### src/design/pthc_pkg.sv
`default_nettype none
// ============================================================================
// pthc_pkg: shared types, constants and microcode for the compensation unit
// Q24 fixed point constants, the sequencer program and the control types
// exchanged between the sequencer and the serial arithmetic unit.
// ============================================================================
package pthc_pkg;

    localparam int unsigned FRAC_W    = 24;
    localparam int unsigned WORD_W    = 64;
    localparam int unsigned DIVN_W    = WORD_W + FRAC_W;
    localparam int unsigned CNT_W     = 7;
    localparam int unsigned PC_W      = 7;

    localparam logic [CNT_W-1:0] MUL_LAST = CNT_W'(WORD_W - 1);
    localparam logic [CNT_W-1:0] DIV_LAST = CNT_W'(DIVN_W - 1);

    // input opcodes
    localparam logic [1:0] OPC_TEMP  = 2'd0;
    localparam logic [1:0] OPC_PRESS = 2'd1;
    localparam logic [1:0] OPC_HUM   = 2'd2;
    localparam logic [1:0] OPC_NONE  = 2'd3;

    // register indexes
    localparam logic [2:0] REG_TEMP       = 3'd0;
    localparam logic [2:0] REG_PRESS_LOW  = 3'd1;
    localparam logic [2:0] REG_PRESS_HIGH = 3'd2;
    localparam logic [2:0] REG_PRESS_LAST = 3'd3;
    localparam logic [2:0] REG_HUM        = 3'd4;

    // output scaling shifts
    localparam logic [4:0] SH_TP = 5'd16;
    localparam logic [4:0] SH_H  = 5'd14;
    localparam logic [4:0] SH_FT = 5'd24;

    // program entry points
    localparam logic [PC_W-1:0] PC_TEMP  = 7'd0;
    localparam logic [PC_W-1:0] PC_PRESS = 7'd13;
    localparam logic [PC_W-1:0] PC_HUM   = 7'd49;
    localparam logic [PC_W-1:0] PC_NONE  = 7'd71;
    localparam logic [PC_W-1:0] PROG_LEN = 7'd72;

    localparam logic [WORD_W-1:0] K_1        = 64'd1 << FRAC_W;
    localparam logic [WORD_W-1:0] K_2        = 64'd2 << FRAC_W;
    localparam logic [WORD_W-1:0] K_4        = 64'd4 << FRAC_W;
    localparam logic [WORD_W-1:0] K_16       = 64'd16 << FRAC_W;
    localparam logic [WORD_W-1:0] K_64       = 64'd64 << FRAC_W;
    localparam logic [WORD_W-1:0] K_100      = 64'd100 << FRAC_W;
    localparam logic [WORD_W-1:0] K_1024     = 64'd1024 << FRAC_W;
    localparam logic [WORD_W-1:0] K_4096     = 64'd4096 << FRAC_W;
    localparam logic [WORD_W-1:0] K_5120     = 64'd5120 << FRAC_W;
    localparam logic [WORD_W-1:0] K_6250     = 64'd6250 << FRAC_W;
    localparam logic [WORD_W-1:0] K_8192     = 64'd8192 << FRAC_W;
    localparam logic [WORD_W-1:0] K_16384    = 64'd16384 << FRAC_W;
    localparam logic [WORD_W-1:0] K_32768    = 64'd32768 << FRAC_W;
    localparam logic [WORD_W-1:0] K_64000    = 64'd64000 << FRAC_W;
    localparam logic [WORD_W-1:0] K_65536    = 64'd65536 << FRAC_W;
    localparam logic [WORD_W-1:0] K_76800    = 64'd76800 << FRAC_W;
    localparam logic [WORD_W-1:0] K_131072   = 64'd131072 << FRAC_W;
    localparam logic [WORD_W-1:0] K_524288   = 64'd524288 << FRAC_W;
    localparam logic [WORD_W-1:0] K_1048576  = 64'd1048576 << FRAC_W;
    localparam logic [WORD_W-1:0] K_67108864 = 64'd67108864 << FRAC_W;
    localparam logic [WORD_W-1:0] K_2P31     = 64'd2147483648 << FRAC_W;

    typedef enum logic [3:0] {
        OP_ADD, OP_SUB, OP_MUL, OP_DIV, OP_JZ, OP_CLAMP, OP_FT, OP_OUT16, OP_OUT14
    } t_op;

    typedef enum logic [1:0] {D_R0, D_R1, D_R2, D_R3} t_dst;

    typedef enum logic [5:0] {
        S_R0, S_R1, S_R2, S_R3, S_RAW, S_RAWH, S_FT,
        S_T1, S_T2, S_T3,
        S_P1, S_P2, S_P3, S_P4, S_P5, S_P6, S_P7, S_P8, S_P9,
        S_H1, S_H2, S_H3, S_H4, S_H5, S_H6,
        S_ZERO, S_K1, S_K2, S_K4, S_K16, S_K64, S_K1024, S_K4096, S_K5120,
        S_K6250, S_K8192, S_K16384, S_K32768, S_K64000, S_K65536, S_K76800,
        S_K131072, S_K524288, S_K1048576, S_K67108864, S_K2P31
    } t_src;

    typedef struct packed {
        t_op  op;
        t_dst dst;
        t_src a;
        t_src b;
    } t_instr;

    typedef struct packed {
        logic start;
        logic div;
    } t_su_req;

    typedef enum logic [2:0] {ST_IDLE, ST_FETCH, ST_EXEC, ST_WAIT, ST_OUT} t_state;

    function automatic t_instr ins(t_op op, t_dst dst, t_src a, t_src b);
        t_instr r;
        r.op  = op;
        r.dst = dst;
        r.a   = a;
        r.b   = b;
        return r;
    endfunction

    function automatic t_instr prog_rom(logic [PC_W-1:0] pc);
        t_instr r;
        case (pc)
            // temperature
            7'd0:  r = ins(OP_DIV,   D_R0, S_RAW,  S_K16384);
            7'd1:  r = ins(OP_DIV,   D_R1, S_T1,   S_K1024);
            7'd2:  r = ins(OP_SUB,   D_R0, S_R0,   S_R1);
            7'd3:  r = ins(OP_DIV,   D_R1, S_RAW,  S_K131072);
            7'd4:  r = ins(OP_DIV,   D_R2, S_T1,   S_K8192);
            7'd5:  r = ins(OP_SUB,   D_R1, S_R1,   S_R2);
            7'd6:  r = ins(OP_MUL,   D_R0, S_R0,   S_T2);
            7'd7:  r = ins(OP_MUL,   D_R1, S_R1,   S_R1);
            7'd8:  r = ins(OP_MUL,   D_R1, S_R1,   S_T3);
            7'd9:  r = ins(OP_ADD,   D_R0, S_R0,   S_R1);
            7'd10: r = ins(OP_FT,    D_R0, S_R0,   S_ZERO);
            7'd11: r = ins(OP_DIV,   D_R0, S_R0,   S_K5120);
            7'd12: r = ins(OP_OUT16, D_R0, S_R0,   S_ZERO);
            // pressure
            7'd13: r = ins(OP_DIV,   D_R0, S_FT,   S_K2);
            7'd14: r = ins(OP_SUB,   D_R0, S_R0,   S_K64000);
            7'd15: r = ins(OP_MUL,   D_R1, S_R0,   S_R0);
            7'd16: r = ins(OP_DIV,   D_R1, S_R1,   S_K32768);
            7'd17: r = ins(OP_MUL,   D_R1, S_R1,   S_P6);
            7'd18: r = ins(OP_MUL,   D_R2, S_R0,   S_P5);
            7'd19: r = ins(OP_MUL,   D_R2, S_R2,   S_K2);
            7'd20: r = ins(OP_ADD,   D_R1, S_R1,   S_R2);
            7'd21: r = ins(OP_DIV,   D_R1, S_R1,   S_K4);
            7'd22: r = ins(OP_MUL,   D_R2, S_P4,   S_K65536);
            7'd23: r = ins(OP_ADD,   D_R1, S_R1,   S_R2);
            7'd24: r = ins(OP_MUL,   D_R2, S_P3,   S_R0);
            7'd25: r = ins(OP_DIV,   D_R2, S_R2,   S_K524288);
            7'd26: r = ins(OP_MUL,   D_R2, S_R2,   S_R0);
            7'd27: r = ins(OP_MUL,   D_R3, S_P2,   S_R0);
            7'd28: r = ins(OP_ADD,   D_R0, S_R2,   S_R3);
            7'd29: r = ins(OP_DIV,   D_R0, S_R0,   S_K524288);
            7'd30: r = ins(OP_DIV,   D_R0, S_R0,   S_K32768);
            7'd31: r = ins(OP_ADD,   D_R0, S_K1,   S_R0);
            7'd32: r = ins(OP_MUL,   D_R0, S_R0,   S_P1);
            7'd33: r = ins(OP_JZ,    D_R0, S_R0,   S_ZERO);
            7'd34: r = ins(OP_SUB,   D_R2, S_K1048576, S_RAW);
            7'd35: r = ins(OP_DIV,   D_R1, S_R1,   S_K4096);
            7'd36: r = ins(OP_SUB,   D_R2, S_R2,   S_R1);
            7'd37: r = ins(OP_MUL,   D_R2, S_R2,   S_K6250);
            7'd38: r = ins(OP_DIV,   D_R2, S_R2,   S_R0);
            7'd39: r = ins(OP_MUL,   D_R0, S_P9,   S_R2);
            7'd40: r = ins(OP_DIV,   D_R0, S_R0,   S_K2P31);
            7'd41: r = ins(OP_MUL,   D_R0, S_R0,   S_R2);
            7'd42: r = ins(OP_MUL,   D_R1, S_R2,   S_P8);
            7'd43: r = ins(OP_DIV,   D_R1, S_R1,   S_K32768);
            7'd44: r = ins(OP_ADD,   D_R0, S_R0,   S_R1);
            7'd45: r = ins(OP_ADD,   D_R0, S_R0,   S_P7);
            7'd46: r = ins(OP_DIV,   D_R0, S_R0,   S_K16);
            7'd47: r = ins(OP_ADD,   D_R0, S_R2,   S_R0);
            7'd48: r = ins(OP_OUT16, D_R0, S_R0,   S_ZERO);
            // humidity
            7'd49: r = ins(OP_SUB,   D_R0, S_FT,   S_K76800);
            7'd50: r = ins(OP_MUL,   D_R1, S_H3,   S_R0);
            7'd51: r = ins(OP_DIV,   D_R1, S_R1,   S_K67108864);
            7'd52: r = ins(OP_ADD,   D_R1, S_K1,   S_R1);
            7'd53: r = ins(OP_MUL,   D_R2, S_H6,   S_R0);
            7'd54: r = ins(OP_DIV,   D_R2, S_R2,   S_K67108864);
            7'd55: r = ins(OP_MUL,   D_R2, S_R2,   S_R1);
            7'd56: r = ins(OP_ADD,   D_R2, S_K1,   S_R2);
            7'd57: r = ins(OP_MUL,   D_R2, S_H2,   S_R2);
            7'd58: r = ins(OP_DIV,   D_R2, S_R2,   S_K65536);
            7'd59: r = ins(OP_MUL,   D_R1, S_H4,   S_K64);
            7'd60: r = ins(OP_MUL,   D_R3, S_H5,   S_R0);
            7'd61: r = ins(OP_DIV,   D_R3, S_R3,   S_K16384);
            7'd62: r = ins(OP_ADD,   D_R1, S_R1,   S_R3);
            7'd63: r = ins(OP_SUB,   D_R1, S_RAWH, S_R1);
            7'd64: r = ins(OP_MUL,   D_R1, S_R1,   S_R2);
            7'd65: r = ins(OP_MUL,   D_R3, S_H1,   S_R1);
            7'd66: r = ins(OP_DIV,   D_R3, S_R3,   S_K524288);
            7'd67: r = ins(OP_SUB,   D_R3, S_K1,   S_R3);
            7'd68: r = ins(OP_MUL,   D_R1, S_R1,   S_R3);
            7'd69: r = ins(OP_CLAMP, D_R1, S_R1,   S_ZERO);
            7'd70: r = ins(OP_OUT14, D_R0, S_R1,   S_ZERO);
            // unused opcode
            default: r = ins(OP_OUT16, D_R0, S_ZERO, S_ZERO);
        endcase
        return r;
    endfunction

endpackage
`default_nettype wire

### src/design/pthc_serial_unit.sv
`default_nettype none
// ============================================================================
// pthc_serial_unit: bit-serial Q24 multiplier and divider
// Sign-magnitude shift-add multiply (one bit a cycle) and restoring divide
// (one quotient bit a cycle), with saturation to the signed 64-bit range.
// ============================================================================
module pthc_serial_unit
    import pthc_pkg::*;
(
    input  wire logic              i_clk,
    input  wire logic              i_rst_n,
    input  wire t_su_req           i_req,
    input  wire logic [WORD_W-1:0] i_a,
    input  wire logic [WORD_W-1:0] i_b,
    output logic                   o_done,
    output logic [WORD_W-1:0]      o_result
);

    logic                r_busy;
    logic                r_done;
    logic [CNT_W-1:0]    r_cnt;
    logic                r_div;
    logic                r_neg;
    logic                r_dz;
    logic [WORD_W-1:0]   r_ub;
    logic [WORD_W-1:0]   r_hi;
    logic [DIVN_W-1:0]   r_lo;

    logic [WORD_W-1:0]   s_ua;
    logic [WORD_W-1:0]   s_ub;
    logic [WORD_W:0]     s_msum;
    logic [WORD_W:0]     s_dt;
    logic [WORD_W:0]     s_ddiff;
    logic                s_dge;
    logic [WORD_W-1:0]   s_mag;
    logic [CNT_W-1:0]    s_last;

    function automatic logic [WORD_W-1:0] mag(logic [WORD_W-1:0] x);
        return x[WORD_W-1] ? (WORD_W'(0) - x) : x;
    endfunction

    function automatic logic [WORD_W-1:0] fx_make(logic neg, logic [WORD_W-1:0] m);
        logic [WORD_W-1:0] r;
        if (neg) begin
            r = m[WORD_W-1] ? {1'b1, {(WORD_W-1){1'b0}}} : (WORD_W'(0) - m);
        end else begin
            r = m[WORD_W-1] ? {1'b0, {(WORD_W-1){1'b1}}} : m;
        end
        return r;
    endfunction

    assign s_ua    = mag(i_a);
    assign s_ub    = mag(i_b);
    assign s_msum  = {1'b0, r_hi} + (r_lo[0] ? {1'b0, r_ub} : {(WORD_W+1){1'b0}});
    assign s_dt    = {r_hi, r_lo[DIVN_W-1]};
    assign s_dge   = s_dt >= {1'b0, r_ub};
    assign s_ddiff = s_dt - {1'b0, r_ub};
    assign s_last  = r_div ? DIV_LAST : MUL_LAST;

    // product bits 87:24 or the quotient, saturated when wider than 64 bits
    always_comb begin
        if (r_div) begin
            s_mag = (r_lo[DIVN_W-1:WORD_W] != '0) ? '1 : r_lo[WORD_W-1:0];
        end else begin
            s_mag = (r_hi[WORD_W-1:FRAC_W] != '0) ? '1
                  : {r_hi[FRAC_W-1:0], r_lo[WORD_W-1:FRAC_W]};
        end
    end

    assign o_done   = r_done;
    assign o_result = r_dz ? '0 : fx_make(r_neg, s_mag);

    always_ff @(posedge i_clk) begin
        if (!i_rst_n) begin
            r_busy <= 1'b0;
            r_done <= 1'b0;
            r_cnt  <= '0;
        end else begin
            r_done <= 1'b0;
            if (i_req.start) begin
                r_busy <= 1'b1;
                r_cnt  <= '0;
            end else if (r_busy) begin
                if (r_cnt == s_last) begin
                    r_busy <= 1'b0;
                    r_done <= 1'b1;
                end else begin
                    r_cnt <= r_cnt + CNT_W'(1);
                end
            end
        end
    end

    always_ff @(posedge i_clk) begin
        if (i_req.start) begin
            r_div <= i_req.div;
            r_neg <= i_a[WORD_W-1] ^ i_b[WORD_W-1];
            r_dz  <= i_req.div && (s_ub == '0);
            r_ub  <= s_ub;
            r_hi  <= '0;
            r_lo  <= i_req.div ? {s_ua, {FRAC_W{1'b0}}} : {{FRAC_W{1'b0}}, s_ua};
        end else if (r_busy) begin
            if (r_div) begin
                r_hi <= s_dge ? s_ddiff[WORD_W-1:0] : s_dt[WORD_W-1:0];
                r_lo <= {r_lo[DIVN_W-2:0], s_dge};
            end else begin
                r_hi <= s_msum[WORD_W:1];
                r_lo <= {r_lo[DIVN_W-1:WORD_W], s_msum[0], r_lo[WORD_W-1:1]};
            end
        end
    end

endmodule
`default_nettype wire

### src/design/pth_sensor_compensation_unit.sv
`default_nettype none
// ============================================================================
// pth_sensor_compensation_unit: temperature, pressure, humidity compensation
// Microcoded Q24 sequencer around one bit-serial multiply/divide unit.
// ============================================================================
// add, sub, clamp and store steps run in the sequencer, multiplies and divides in the
// serial unit (one bit a cycle).
// throughput: one item at a time; the next item is accepted when the result
// has moved to the output register, even if that register is still stalled.
// reset: synchronous active low, clears control, coefficients and fine temperature
module pth_sensor_compensation_unit
    import pthc_pkg::*;
(
    input  wire logic        i_clk,
    input  wire logic        i_rst_n,
    // input item channel
    input  wire logic        i_in_valid,
    output logic             o_in_stall,
    input  wire logic [1:0]  i_opcode,
    input  wire logic [19:0] i_raw_reading,
    // result item channel
    output logic             o_out_valid,
    input  wire logic        i_out_stall,
    output logic [31:0]      o_value,
    output logic             o_zero_divisor,
    // coefficient register port
    input  wire logic        psel,
    input  wire logic        penable,
    input  wire logic        pwrite,
    input  wire logic [5:0]  paddr,
    input  wire logic [63:0] pwdata,
    output logic [63:0]      prdata,
    output logic             pready
);

    // sequencer state
    t_state              r_state;
    t_state              n_state;
    logic [PC_W-1:0]     r_pc;
    t_instr              r_instr;
    logic [19:0]         r_raw;

    // working registers and latched operands
    logic [WORD_W-1:0]   r_r0, r_r1, r_r2, r_r3;
    logic [WORD_W-1:0]   r_opa, r_opb;

    // stored fine temperature, integer degC * 5120
    logic [31:0]         r_ft;

    // coefficient registers
    logic [47:0]         r_temp_coefs;
    logic [63:0]         r_press_low;
    logic [63:0]         r_press_high;
    logic [15:0]         r_press_last;
    logic [63:0]         r_hum_coefs;

    // result staging and output register
    logic [31:0]         r_res_value;
    logic                r_res_zero;
    logic                r_ovalid;
    logic [31:0]         r_ovalue;
    logic                r_ozero;

    // control from the output decoder
    logic                s_accept;
    logic [PC_W-1:0]     s_entry_pc;
    logic                s_fetch;
    logic                s_wb;
    logic [WORD_W-1:0]   s_wb_data;
    logic                s_pc_inc;
    logic                s_ft_we;
    logic                s_res_we;
    logic [31:0]         s_res_value;
    logic                s_res_zero;
    logic                s_out_load;
    t_su_req             s_su_req;

    t_instr              s_rom;
    logic                s_su_done;
    logic [WORD_W-1:0]   s_su_result;
    logic                s_cfg_we;
    logic [2:0]          s_cfg_idx;

    // saturating 64-bit add / subtract
    function automatic logic [WORD_W-1:0] sat_sum(logic [WORD_W:0] s);
        logic [WORD_W-1:0] r;
        if (s[WORD_W] != s[WORD_W-1]) begin
            r = s[WORD_W] ? {1'b1, {(WORD_W-1){1'b0}}} : {1'b0, {(WORD_W-1){1'b1}}};
        end else begin
            r = s[WORD_W-1:0];
        end
        return r;
    endfunction

    // truncate toward zero by sh bits, then saturate to 32 bits
    function automatic logic [31:0] fx_out(logic [WORD_W-1:0] x, logic [4:0] sh);
        logic [WORD_W-1:0] m;
        logic [WORD_W-1:0] s;
        logic [31:0]       r;
        m = x[WORD_W-1] ? (WORD_W'(0) - x) : x;
        s = m >> sh;
        if (x[WORD_W-1]) begin
            r = (s > 64'h0000_0000_8000_0000) ? 32'h8000_0000 : (32'd0 - s[31:0]);
        end else begin
            r = (s > 64'h0000_0000_7FFF_FFFF) ? 32'h7FFF_FFFF : s[31:0];
        end
        return r;
    endfunction

    // humidity clamp to 0..100 %RH
    function automatic logic [WORD_W-1:0] clamp_h(logic [WORD_W-1:0] x);
        logic [WORD_W-1:0] r;
        if (x[WORD_W-1]) begin
            r = '0;
        end else if (x > K_100) begin
            r = K_100;
        end else begin
            r = x;
        end
        return r;
    endfunction

    // operand source select: working regs, raw reading, coefficients, constants
    function automatic logic [WORD_W-1:0] src_val(t_src s);
        logic [WORD_W-1:0] v;
        case (s)
            S_R0:        v = r_r0;
            S_R1:        v = r_r1;
            S_R2:        v = r_r2;
            S_R3:        v = r_r3;
            S_RAW:       v = {20'd0, r_raw, 24'd0};
            S_RAWH:      v = {24'd0, r_raw[15:0], 24'd0};
            S_FT:        v = {{8{r_ft[31]}}, r_ft, 24'd0};
            S_T1:        v = {24'd0, r_temp_coefs[15:0], 24'd0};
            S_T2:        v = {{24{r_temp_coefs[31]}}, r_temp_coefs[31:16], 24'd0};
            S_T3:        v = {{24{r_temp_coefs[47]}}, r_temp_coefs[47:32], 24'd0};
            S_P1:        v = {24'd0, r_press_low[15:0], 24'd0};
            S_P2:        v = {{24{r_press_low[31]}}, r_press_low[31:16], 24'd0};
            S_P3:        v = {{24{r_press_low[47]}}, r_press_low[47:32], 24'd0};
            S_P4:        v = {{24{r_press_low[63]}}, r_press_low[63:48], 24'd0};
            S_P5:        v = {{24{r_press_high[15]}}, r_press_high[15:0], 24'd0};
            S_P6:        v = {{24{r_press_high[31]}}, r_press_high[31:16], 24'd0};
            S_P7:        v = {{24{r_press_high[47]}}, r_press_high[47:32], 24'd0};
            S_P8:        v = {{24{r_press_high[63]}}, r_press_high[63:48], 24'd0};
            S_P9:        v = {{24{r_press_last[15]}}, r_press_last, 24'd0};
            S_H1:        v = {32'd0, r_hum_coefs[7:0], 24'd0};
            S_H2:        v = {{24{r_hum_coefs[23]}}, r_hum_coefs[23:8], 24'd0};
            S_H3:        v = {32'd0, r_hum_coefs[31:24], 24'd0};
            S_H4:        v = {{28{r_hum_coefs[43]}}, r_hum_coefs[43:32], 24'd0};
            S_H5:        v = {{28{r_hum_coefs[55]}}, r_hum_coefs[55:44], 24'd0};
            S_H6:        v = {{32{r_hum_coefs[63]}}, r_hum_coefs[63:56], 24'd0};
            S_K1:        v = K_1;
            S_K2:        v = K_2;
            S_K4:        v = K_4;
            S_K16:       v = K_16;
            S_K64:       v = K_64;
            S_K1024:     v = K_1024;
            S_K4096:     v = K_4096;
            S_K5120:     v = K_5120;
            S_K6250:     v = K_6250;
            S_K8192:     v = K_8192;
            S_K16384:    v = K_16384;
            S_K32768:    v = K_32768;
            S_K64000:    v = K_64000;
            S_K65536:    v = K_65536;
            S_K76800:    v = K_76800;
            S_K131072:   v = K_131072;
            S_K524288:   v = K_524288;
            S_K1048576:  v = K_1048576;
            S_K67108864: v = K_67108864;
            S_K2P31:     v = K_2P31;
            default:     v = '0;
        endcase
        return v;
    endfunction

    assign s_rom = prog_rom(r_pc);

    // shared bit-serial multiply / divide
    pthc_serial_unit u_serial (
        .i_clk    (i_clk),
        .i_rst_n  (i_rst_n),
        .i_req    (s_su_req),
        .i_a      (r_opa),
        .i_b      (r_opb),
        .o_done   (s_su_done),
        .o_result (s_su_result)
    );

    // handshakes
    assign o_in_stall     = (r_state != ST_IDLE);
    assign s_accept       = i_in_valid && !o_in_stall;
    assign o_out_valid    = r_ovalid;
    assign o_value        = r_ovalue;
    assign o_zero_divisor = r_ozero;

    // register port
    assign pready    = 1'b1;
    assign s_cfg_idx = paddr[5:3];
    assign s_cfg_we  = psel && penable && pwrite && pready;

    always_comb begin
        unique case (s_cfg_idx)
            REG_TEMP:       prdata = {16'd0, r_temp_coefs};
            REG_PRESS_LOW:  prdata = r_press_low;
            REG_PRESS_HIGH: prdata = r_press_high;
            REG_PRESS_LAST: prdata = {48'd0, r_press_last};
            REG_HUM:        prdata = r_hum_coefs;
            default:        prdata = '0;
        endcase
    end

    always_comb begin
        unique case (i_opcode)
            OPC_TEMP:  s_entry_pc = PC_TEMP;
            OPC_PRESS: s_entry_pc = PC_PRESS;
            OPC_HUM:   s_entry_pc = PC_HUM;
            OPC_NONE:  s_entry_pc = PC_NONE;
            default:   s_entry_pc = PC_NONE;
        endcase
    end

    // next state
    always_comb begin
        n_state = r_state;
        unique case (r_state)
            ST_IDLE: begin
                if (s_accept) n_state = ST_FETCH;
            end
            ST_FETCH: begin
                n_state = ST_EXEC;
            end
            ST_EXEC: begin
                case (r_instr.op)
                    OP_MUL, OP_DIV:     n_state = ST_WAIT;
                    OP_OUT16, OP_OUT14: n_state = ST_OUT;
                    OP_JZ:              n_state = (r_opa == '0) ? ST_OUT : ST_FETCH;
                    default:            n_state = ST_FETCH;
                endcase
            end
            ST_WAIT: begin
                if (s_su_done) n_state = ST_FETCH;
            end
            ST_OUT: begin
                if (!r_ovalid || !i_out_stall) n_state = ST_IDLE;
            end
            default: n_state = ST_IDLE;
        endcase
    end

    // control outputs
    always_comb begin
        s_fetch     = 1'b0;
        s_wb        = 1'b0;
        s_wb_data   = s_su_result;
        s_pc_inc    = 1'b0;
        s_ft_we     = 1'b0;
        s_res_we    = 1'b0;
        s_res_value = '0;
        s_res_zero  = 1'b0;
        s_out_load  = 1'b0;
        s_su_req    = '0;
        unique case (r_state)
            ST_IDLE: begin
            end
            ST_FETCH: begin
                s_fetch = 1'b1;
            end
            ST_EXEC: begin
                case (r_instr.op)
                    OP_ADD: begin
                        s_wb      = 1'b1;
                        s_wb_data = sat_sum({r_opa[WORD_W-1], r_opa}
                                            + {r_opb[WORD_W-1], r_opb});
                        s_pc_inc  = 1'b1;
                    end
                    OP_SUB: begin
                        s_wb      = 1'b1;
                        s_wb_data = sat_sum({r_opa[WORD_W-1], r_opa}
                                            - {r_opb[WORD_W-1], r_opb});
                        s_pc_inc  = 1'b1;
                    end
                    OP_MUL: begin
                        s_su_req.start = 1'b1;
                    end
                    OP_DIV: begin
                        s_su_req.start = 1'b1;
                        s_su_req.div   = 1'b1;
                    end
                    OP_JZ: begin
                        // zero pressure divisor ends the item with the flag set
                        if (r_opa == '0) begin
                            s_res_we   = 1'b1;
                            s_res_zero = 1'b1;
                        end else begin
                            s_pc_inc = 1'b1;
                        end
                    end
                    OP_CLAMP: begin
                        s_wb      = 1'b1;
                        s_wb_data = clamp_h(r_opa);
                        s_pc_inc  = 1'b1;
                    end
                    OP_FT: begin
                        s_ft_we  = 1'b1;
                        s_pc_inc = 1'b1;
                    end
                    OP_OUT16: begin
                        s_res_we    = 1'b1;
                        s_res_value = fx_out(r_opa, SH_TP);
                    end
                    OP_OUT14: begin
                        s_res_we    = 1'b1;
                        s_res_value = fx_out(r_opa, SH_H);
                    end
                    default: begin
                    end
                endcase
            end
            ST_WAIT: begin
                if (s_su_done) begin
                    s_wb     = 1'b1;
                    s_pc_inc = 1'b1;
                end
            end
            ST_OUT: begin
                s_out_load = !r_ovalid || !i_out_stall;
            end
            default: begin
            end
        endcase
    end

    // control and architectural state
    always_ff @(posedge i_clk) begin
        if (!i_rst_n) begin
            r_state      <= ST_IDLE;
            r_ovalid     <= 1'b0;
            r_ft         <= '0;
            r_temp_coefs <= '0;
            r_press_low  <= '0;
            r_press_high <= '0;
            r_press_last <= '0;
            r_hum_coefs  <= '0;
        end else begin
            r_state <= n_state;
            if (s_out_load) begin
                r_ovalid <= 1'b1;
            end else if (r_ovalid && !i_out_stall) begin
                r_ovalid <= 1'b0;
            end
            if (s_ft_we) r_ft <= fx_out(r_opa, SH_FT);
            if (s_cfg_we) begin
                case (s_cfg_idx)
                    REG_TEMP:       r_temp_coefs <= pwdata[47:0];
                    REG_PRESS_LOW:  r_press_low  <= pwdata;
                    REG_PRESS_HIGH: r_press_high <= pwdata;
                    REG_PRESS_LAST: r_press_last <= pwdata[15:0];
                    REG_HUM:        r_hum_coefs  <= pwdata;
                    default: begin
                    end
                endcase
            end
        end
    end

    // datapath registers
    always_ff @(posedge i_clk) begin
        if (s_accept) begin
            r_raw      <= i_raw_reading;
            r_pc       <= s_entry_pc;
            r_res_zero <= 1'b0;
        end else if (s_pc_inc) begin
            r_pc <= r_pc + PC_W'(1);
        end
        if (s_fetch) begin
            r_instr <= s_rom;
            r_opa   <= src_val(s_rom.a);
            r_opb   <= src_val(s_rom.b);
        end
        if (s_wb) begin
            case (r_instr.dst)
                D_R0:    r_r0 <= s_wb_data;
                D_R1:    r_r1 <= s_wb_data;
                D_R2:    r_r2 <= s_wb_data;
                D_R3:    r_r3 <= s_wb_data;
                default: r_r0 <= s_wb_data;
            endcase
        end
        if (s_res_we) begin
            r_res_value <= s_res_value;
            r_res_zero  <= s_res_zero;
        end
        if (s_out_load) begin
            r_ovalue <= r_res_value;
            r_ozero  <= r_res_zero;
        end
    end

`ifndef SYNTHESIS
    // a flagged pressure item always carries a zero value
    assert property (@(posedge i_clk) disable iff (!i_rst_n)
        (o_out_valid && o_zero_divisor) |-> (o_value == '0))
        else $error("zero divisor flag with nonzero value");

    // the serial unit only finishes while the sequencer waits for it
    assert property (@(posedge i_clk) disable iff (!i_rst_n)
        s_su_done |-> (r_state == ST_WAIT))
        else $error("serial unit done outside wait state");

    // the program counter stays inside the program while an item runs
    assert property (@(posedge i_clk) disable iff (!i_rst_n)
        (r_state == ST_FETCH || r_state == ST_EXEC) |-> (r_pc < PROG_LEN))
        else $error("program counter out of range");

    // every serial start moves the sequencer into the wait state
    assert property (@(posedge i_clk) disable iff (!i_rst_n)
        s_su_req.start |=> (r_state == ST_WAIT))
        else $error("serial start without wait");
`endif

endmodule
`default_nettype wire

### config.mk
export PLATFORM = sky130hd
export DESIGN_NAME = pth_sensor_compensation_unit
export DESIGN_NICKNAME = d
export VERILOG_FILES = /design/src/design/pthc_pkg.sv /design/src/design/pthc_serial_unit.sv /design/src/design/pth_sensor_compensation_unit.sv
export SDC_FILE = /design/constraint.sdc
export NUM_CORES = 2
export LEC_CHECK = 0
export ABC_CLOCK_PERIOD_IN_PS = 8400
export BUFFER_PORTS_ARGS = -buffer_cell sky130_fd_sc_hd__buf_2
export CAP_MARGIN = 20
export CELL_PAD_IN_SITES_DETAIL_PLACEMENT = 1
export CELL_PAD_IN_SITES_GLOBAL_PLACEMENT = 1
export CORE_UTILIZATION = 49
export CTS_CLUSTER_DIAMETER = 200
export DETAILED_ROUTE_END_ITERATION = 6
export PLACE_DENSITY = 0.89
export SYNTH_ARGS = -nofsm -noshare
export SYNTH_HDL_FRONTEND = slang
export SYNTH_SLANG_ARGS = --single-unit
### constraint.sdc
create_clock -name i_clk -period 8.4 [get_ports i_clk]
set_input_delay 0.42 -clock i_clk [delete_from_list [all_inputs] [get_ports i_clk]]
set_output_delay 0.42 -clock i_clk [all_outputs]
set_load 0.01 [all_outputs]
==> summary.txt <==
Timing
  – WHS: 36.7 ps
  – Slew headroom: 6.99%
  – Slew Limit Fails: 0
  – RSZ-0062 raised after global routing: false
  – Worst setup margin: 1200 ps
  – Tmin final: 7200 ps
  – Tcrit/Tclk final: 85.7%
  – Tightest Pin Transition: 1390 ps
  – Post-route setup TNS: 0 ps
  – Final Hold Vio Count: 0
  – Clock skew: 77.5 ps
  – Final setup viols: 0
  – Fmax: 139 MHz

Worst setup path
  – Critical path's slowest cell: xor2_1
  – CP max FO: 6
  – CP required: 8730 ps
  – Reg2Reg Setup Slack: 1200 ps
  – R2r endpoint: r_r3[32]
  – Cell Chain, Critical Path: nor4_1 -> nand4_1 -> nor4_2 -> nor2_1 -> nor2_1 -> ha_1 -> o211ai_1 -> a211oi_1 -> o211ai_1 -> nand2b_1 -> nor2_1 -> nand2_1 -> o21ai_0 -> xor2_1 -> buf_4 -> o211ai_1
  – Crit path launch: u_serial.r_hi[42]
  – Reg2Reg Depth: 16
  – Arr. time, crit path: 7530 ps
  – Slowest Stage Delay on Critical Path: 1010 ps
  – Startpoint types: flop
  – R2R Path Start: u_serial.r_hi[42]
  – Crit end category: flop
  – WS Path Type: reg -> reg

Die
  – Cell Rows: 142
  – Initial cell density of the core: 49.4%
  – Die width: 391 µm
  – Top-Level Pins: 199
  – DIE AREA: 153000 µm²
  – Core area: 150000 µm²
  – Die Y-Extent: 391 µm

Logic synthesis
  – Multiplexer area fraction after synthesis: 2.23%
  – Post-Syn Instances: 8835
  – Distinct cell type count after synthesis: 100
  – Leading area contributor after synthesis: edfxtp_1
  – Async S/R FF share, synth: 0%
  – Post-Syn Nets: 9214
  – Synth Warn #: 0
  – Post-synthesis simple-gate area fraction: 18.6%
  – Post-Synth XOR/XNOR Area: 5.86%
  – Yosys reg bits: 1021
  – Synth Flop Type: edfxtp_1
  – Synth top area share: 25.8%
  – Sequential cell area fraction in the yosys report: 36.2%
  – Synth Area in Compound Gates: 27.8%
  – Post-synthesis cell area: 74200 µm²
  – Syn avg cell area: 8.40 µm²
  – Largest family of logic cells by synthesized area: compound AO/OA/AOI/OAI gates
  – Post-synth EDFFs: 638
  – Synth Area in Adders: 4.78%
  – Area contributors post-synth: edfxtp_1 (26%), dfxtp_1 (10%), nand2_1 (6.1%)

Layout
  – Fin cells: 11000
  – Util after Layout: 54.9%
  – Final-stage net count: 9209
  – Layout cell share with drive strength beyond 1: 8.89%
  – Area grow syn2layout: 11.2%
  – Final Cell Area: 82500 µm²

CTS
  – Clock Pin Slew Worst Setup and Hold Paths: 60 ps
  – TritonCTS buffer count: 114
  – # resized after CTS: 0
  – Clock Latency Late Sink: 810 ps
  – TritonCTS clock tree: done
  – Post-CTS Setup Repair Bufs: 0
  – Clk sinks: 1021
  – CTS HTree Levels: 3
  – Clock tree root buffer cell: clkbuf_16
  – CTS max path bufs: 3

Pwr
  – Sw Share: 44.2%
  – PD cells: 250 nW/µm²
  – Clock power share: 26.8%
  – VDD IR max: 0.194 mV
  – Overall power: 20.6 mW
  – Int Pwr: 11.5 mW
  – Seq pwr share: 31.4%
  – P_leak: 29.6 nW
  – Sw power: 9.11 mW
  – Gate power share: 41.8%

Placement
  – # placed instances: 10600
  – Place WS: 1870 ps
  – Dpl cell area: 77300 µm²
  – Final HPWL from detailed placement: 294 mm
  – GPL Wtd Cong: 1.13
  – IO Port Bufs: 194

Routing
  – Drt first-iter violations: 13000
  – Vias per cell: 7.51
  – DRC: 97
  – Final antenna-violating net count: 0
  – Total Routed Length: 420 mm
  – Via count: 82400
  – Routed len/inst: 38.3 µm
  – DR pass1 iterations: 7

Job
  – Max Cap Viol: 0

Global route
  – All-Layer GR Usage: 53.9%
  – Pin count of the biggest net entering global routing: 242
  – Antenna violations before repair: 60
  – Vias in the first global route: 79900
  – GRT overflow: 0
  – First-pass GRT wire length: 594 mm

Outcome
  – Status: finished, violations left
  – Failing checks: DRC

Hold path
  – Hold Path Depth: 3
  – HP Start: pwdata[13]
  – Hold WC Path Type: in -> reg
  – Hold Path Sink: r_hum_coefs[13]
[placed cells by master, fill, tap and decap left out, types with 65 or more instances in the layout]
master and instances:
nor3_1 145, and2_1 97, xor2_1 152, ha_1 276, buf_4 203, a31oi_1 70
a211oi_1 65, dfxtp_1 382, a21o_1 119, o21ai_0 592, xnor2_1 329, nor4_1 80
dlygate4sd3_1 84, nand3_1 225, o211ai_1 118, nand4_1 173, mux2i_1 135, nor2_1 500
a21boi_0 270, o31ai_1 81, nand2b_1 66, inv_1 267, nor2b_1 77, a21oi_1 593
clkbuf_16 118, a22o_1 75, a22oi_1 471, nand2_1 1208, edfxtp_1 638, a221oi_1 91
buf_2 196, o22ai_1 96
[how the worst max path moves through the flow]
| stage | end | slack, ps | depth (start not counted) |
|---|---|---|---|
| 2_1_floorplan | r_instr[12] | 1670 | 2 |
| 3_3_place_gp | r_r2[32] | 2020 | 16 |
| 3_5_place_dp | r_r2[32] | 1870 | 16 |
| 4_1_cts | r_r3[32] | 1800 | 15 |
| 5_1_grt | r_r3[32] | 1460 | 16 |
| 6_report | r_r3[32] | 1200 | 16 |
[cells in the mapped netlist, types with 40 or more instances]
| cell type | n |
|---|---|
| and3_1 | 53 |
| a21oi_1 | 594 |
| nand3_1 | 226 |
| edfxtp_1 | 638 |
| dfxtp_1 | 383 |
| xor2_1 | 154 |
| nand2_1 | 1212 |
| nor4_1 | 84 |
| inv_1 | 270 |
| clkbuf_1 | 532 |
| nor2_1 | 525 |
| o21ai_0 | 593 |
| nand4_1 | 173 |
| o22ai_1 | 97 |
| a31oi_1 | 70 |
| mux2i_1 | 138 |
| a221oi_1 | 92 |
| a22o_1 | 75 |
| nor2b_1 | 79 |
| buf_1 | 65 |
| o21bai_1 | 61 |
| nand2b_1 | 66 |
| o21a_1 | 47 |
| a211oi_1 | 65 |
| a21o_1 | 119 |
| nor3_1 | 161 |
| a21boi_0 | 270 |
| or3_1 | 63 |
| o31ai_1 | 82 |
| ha_1 | 276 |
| a22oi_1 | 471 |
| o221ai_1 | 40 |
| o211ai_1 | 118 |
| and2_1 | 101 |
| xnor2_1 | 333 |
[flip-flops by register name (all words and copies together) (netlist names), 64 cells and up]
name and count:
r_press_low 64, u_serial.r_hi 64, u_serial.r_ub 64, r_r1 64
r_opa 64, u_serial.r_lo 88, r_hum_coefs 64, r_r2 64
r_r3 64, r_opb 64, r_press_high 64, r_r0 64
[critical path: cells and delay by family (launching register included)]
| family | cells | cell delay [ps] |
|---|---|---|
| flip-flops | 1 | 400 |
| AO/OA/AOI/OAI | 5 | 1610 |
| buffers and inverters | 1 | 260 |
| AND/OR/NAND/NOR | 8 | 3230 |
| XOR/XNOR | 1 | 1010 |
| adder cells (fa/ha/maj) | 1 | 230 |
[power groups by stage]
stage,sequential (mW),clock [mW],combinational (mW)
after floorplan,6.10,0,5.24
after global placement,6.47,0,7.75
after detailed placement,6.50,0,7.96
after CTS,6.39,5.44,8.06
after global routing,6.45,5.63,8.93
final,6.47,5.52,8.62
[metal layers]
layer  up-vias  GRT usage (%)  share of wire (%)
li1      33100              -                  -
met1     40200           60.4                 34
met2      6779           77.7                 41
met3      2359           22.7                 13
met4        52           47.9                 11
met5         -           1.82               0.16
[final cells by class]
cell class                      instances  area, µm²
Timing Repair Buffer                  499       3580
Multi-Input combinational cell       6915      44400
Sequential cell                      1021      26800
Fill cell                           17500      67700
Clock buffer                          138       3060
Inverter                              279       1050
Clock inverter                         80        935
Tap cell                             2016       2520
Antenna cell                           36       90.1
[kinds of logic (layout without fill, tap and decap cells)]
group / after synthesis / in the layout
AOI/OAI and AO/OA: 3066 / 3066
xor gates and xnor gates: 492 / 492
adders and majority gates: 281 / 281
buffers and inverters: 899 / 996
DFF: 1021 / 1021
muxes: 162 / 162
other: 1 / 37
and+or+nand+nor: 2913 / 2913
[what timing repair did]
item,4_1_cts,5_1_grt
hold buffers,84,0
endpoints found under the setup margin,0,0
endpoints found under the hold margin,263,0
No activity file was read; power rests on OpenSTA's default activity.
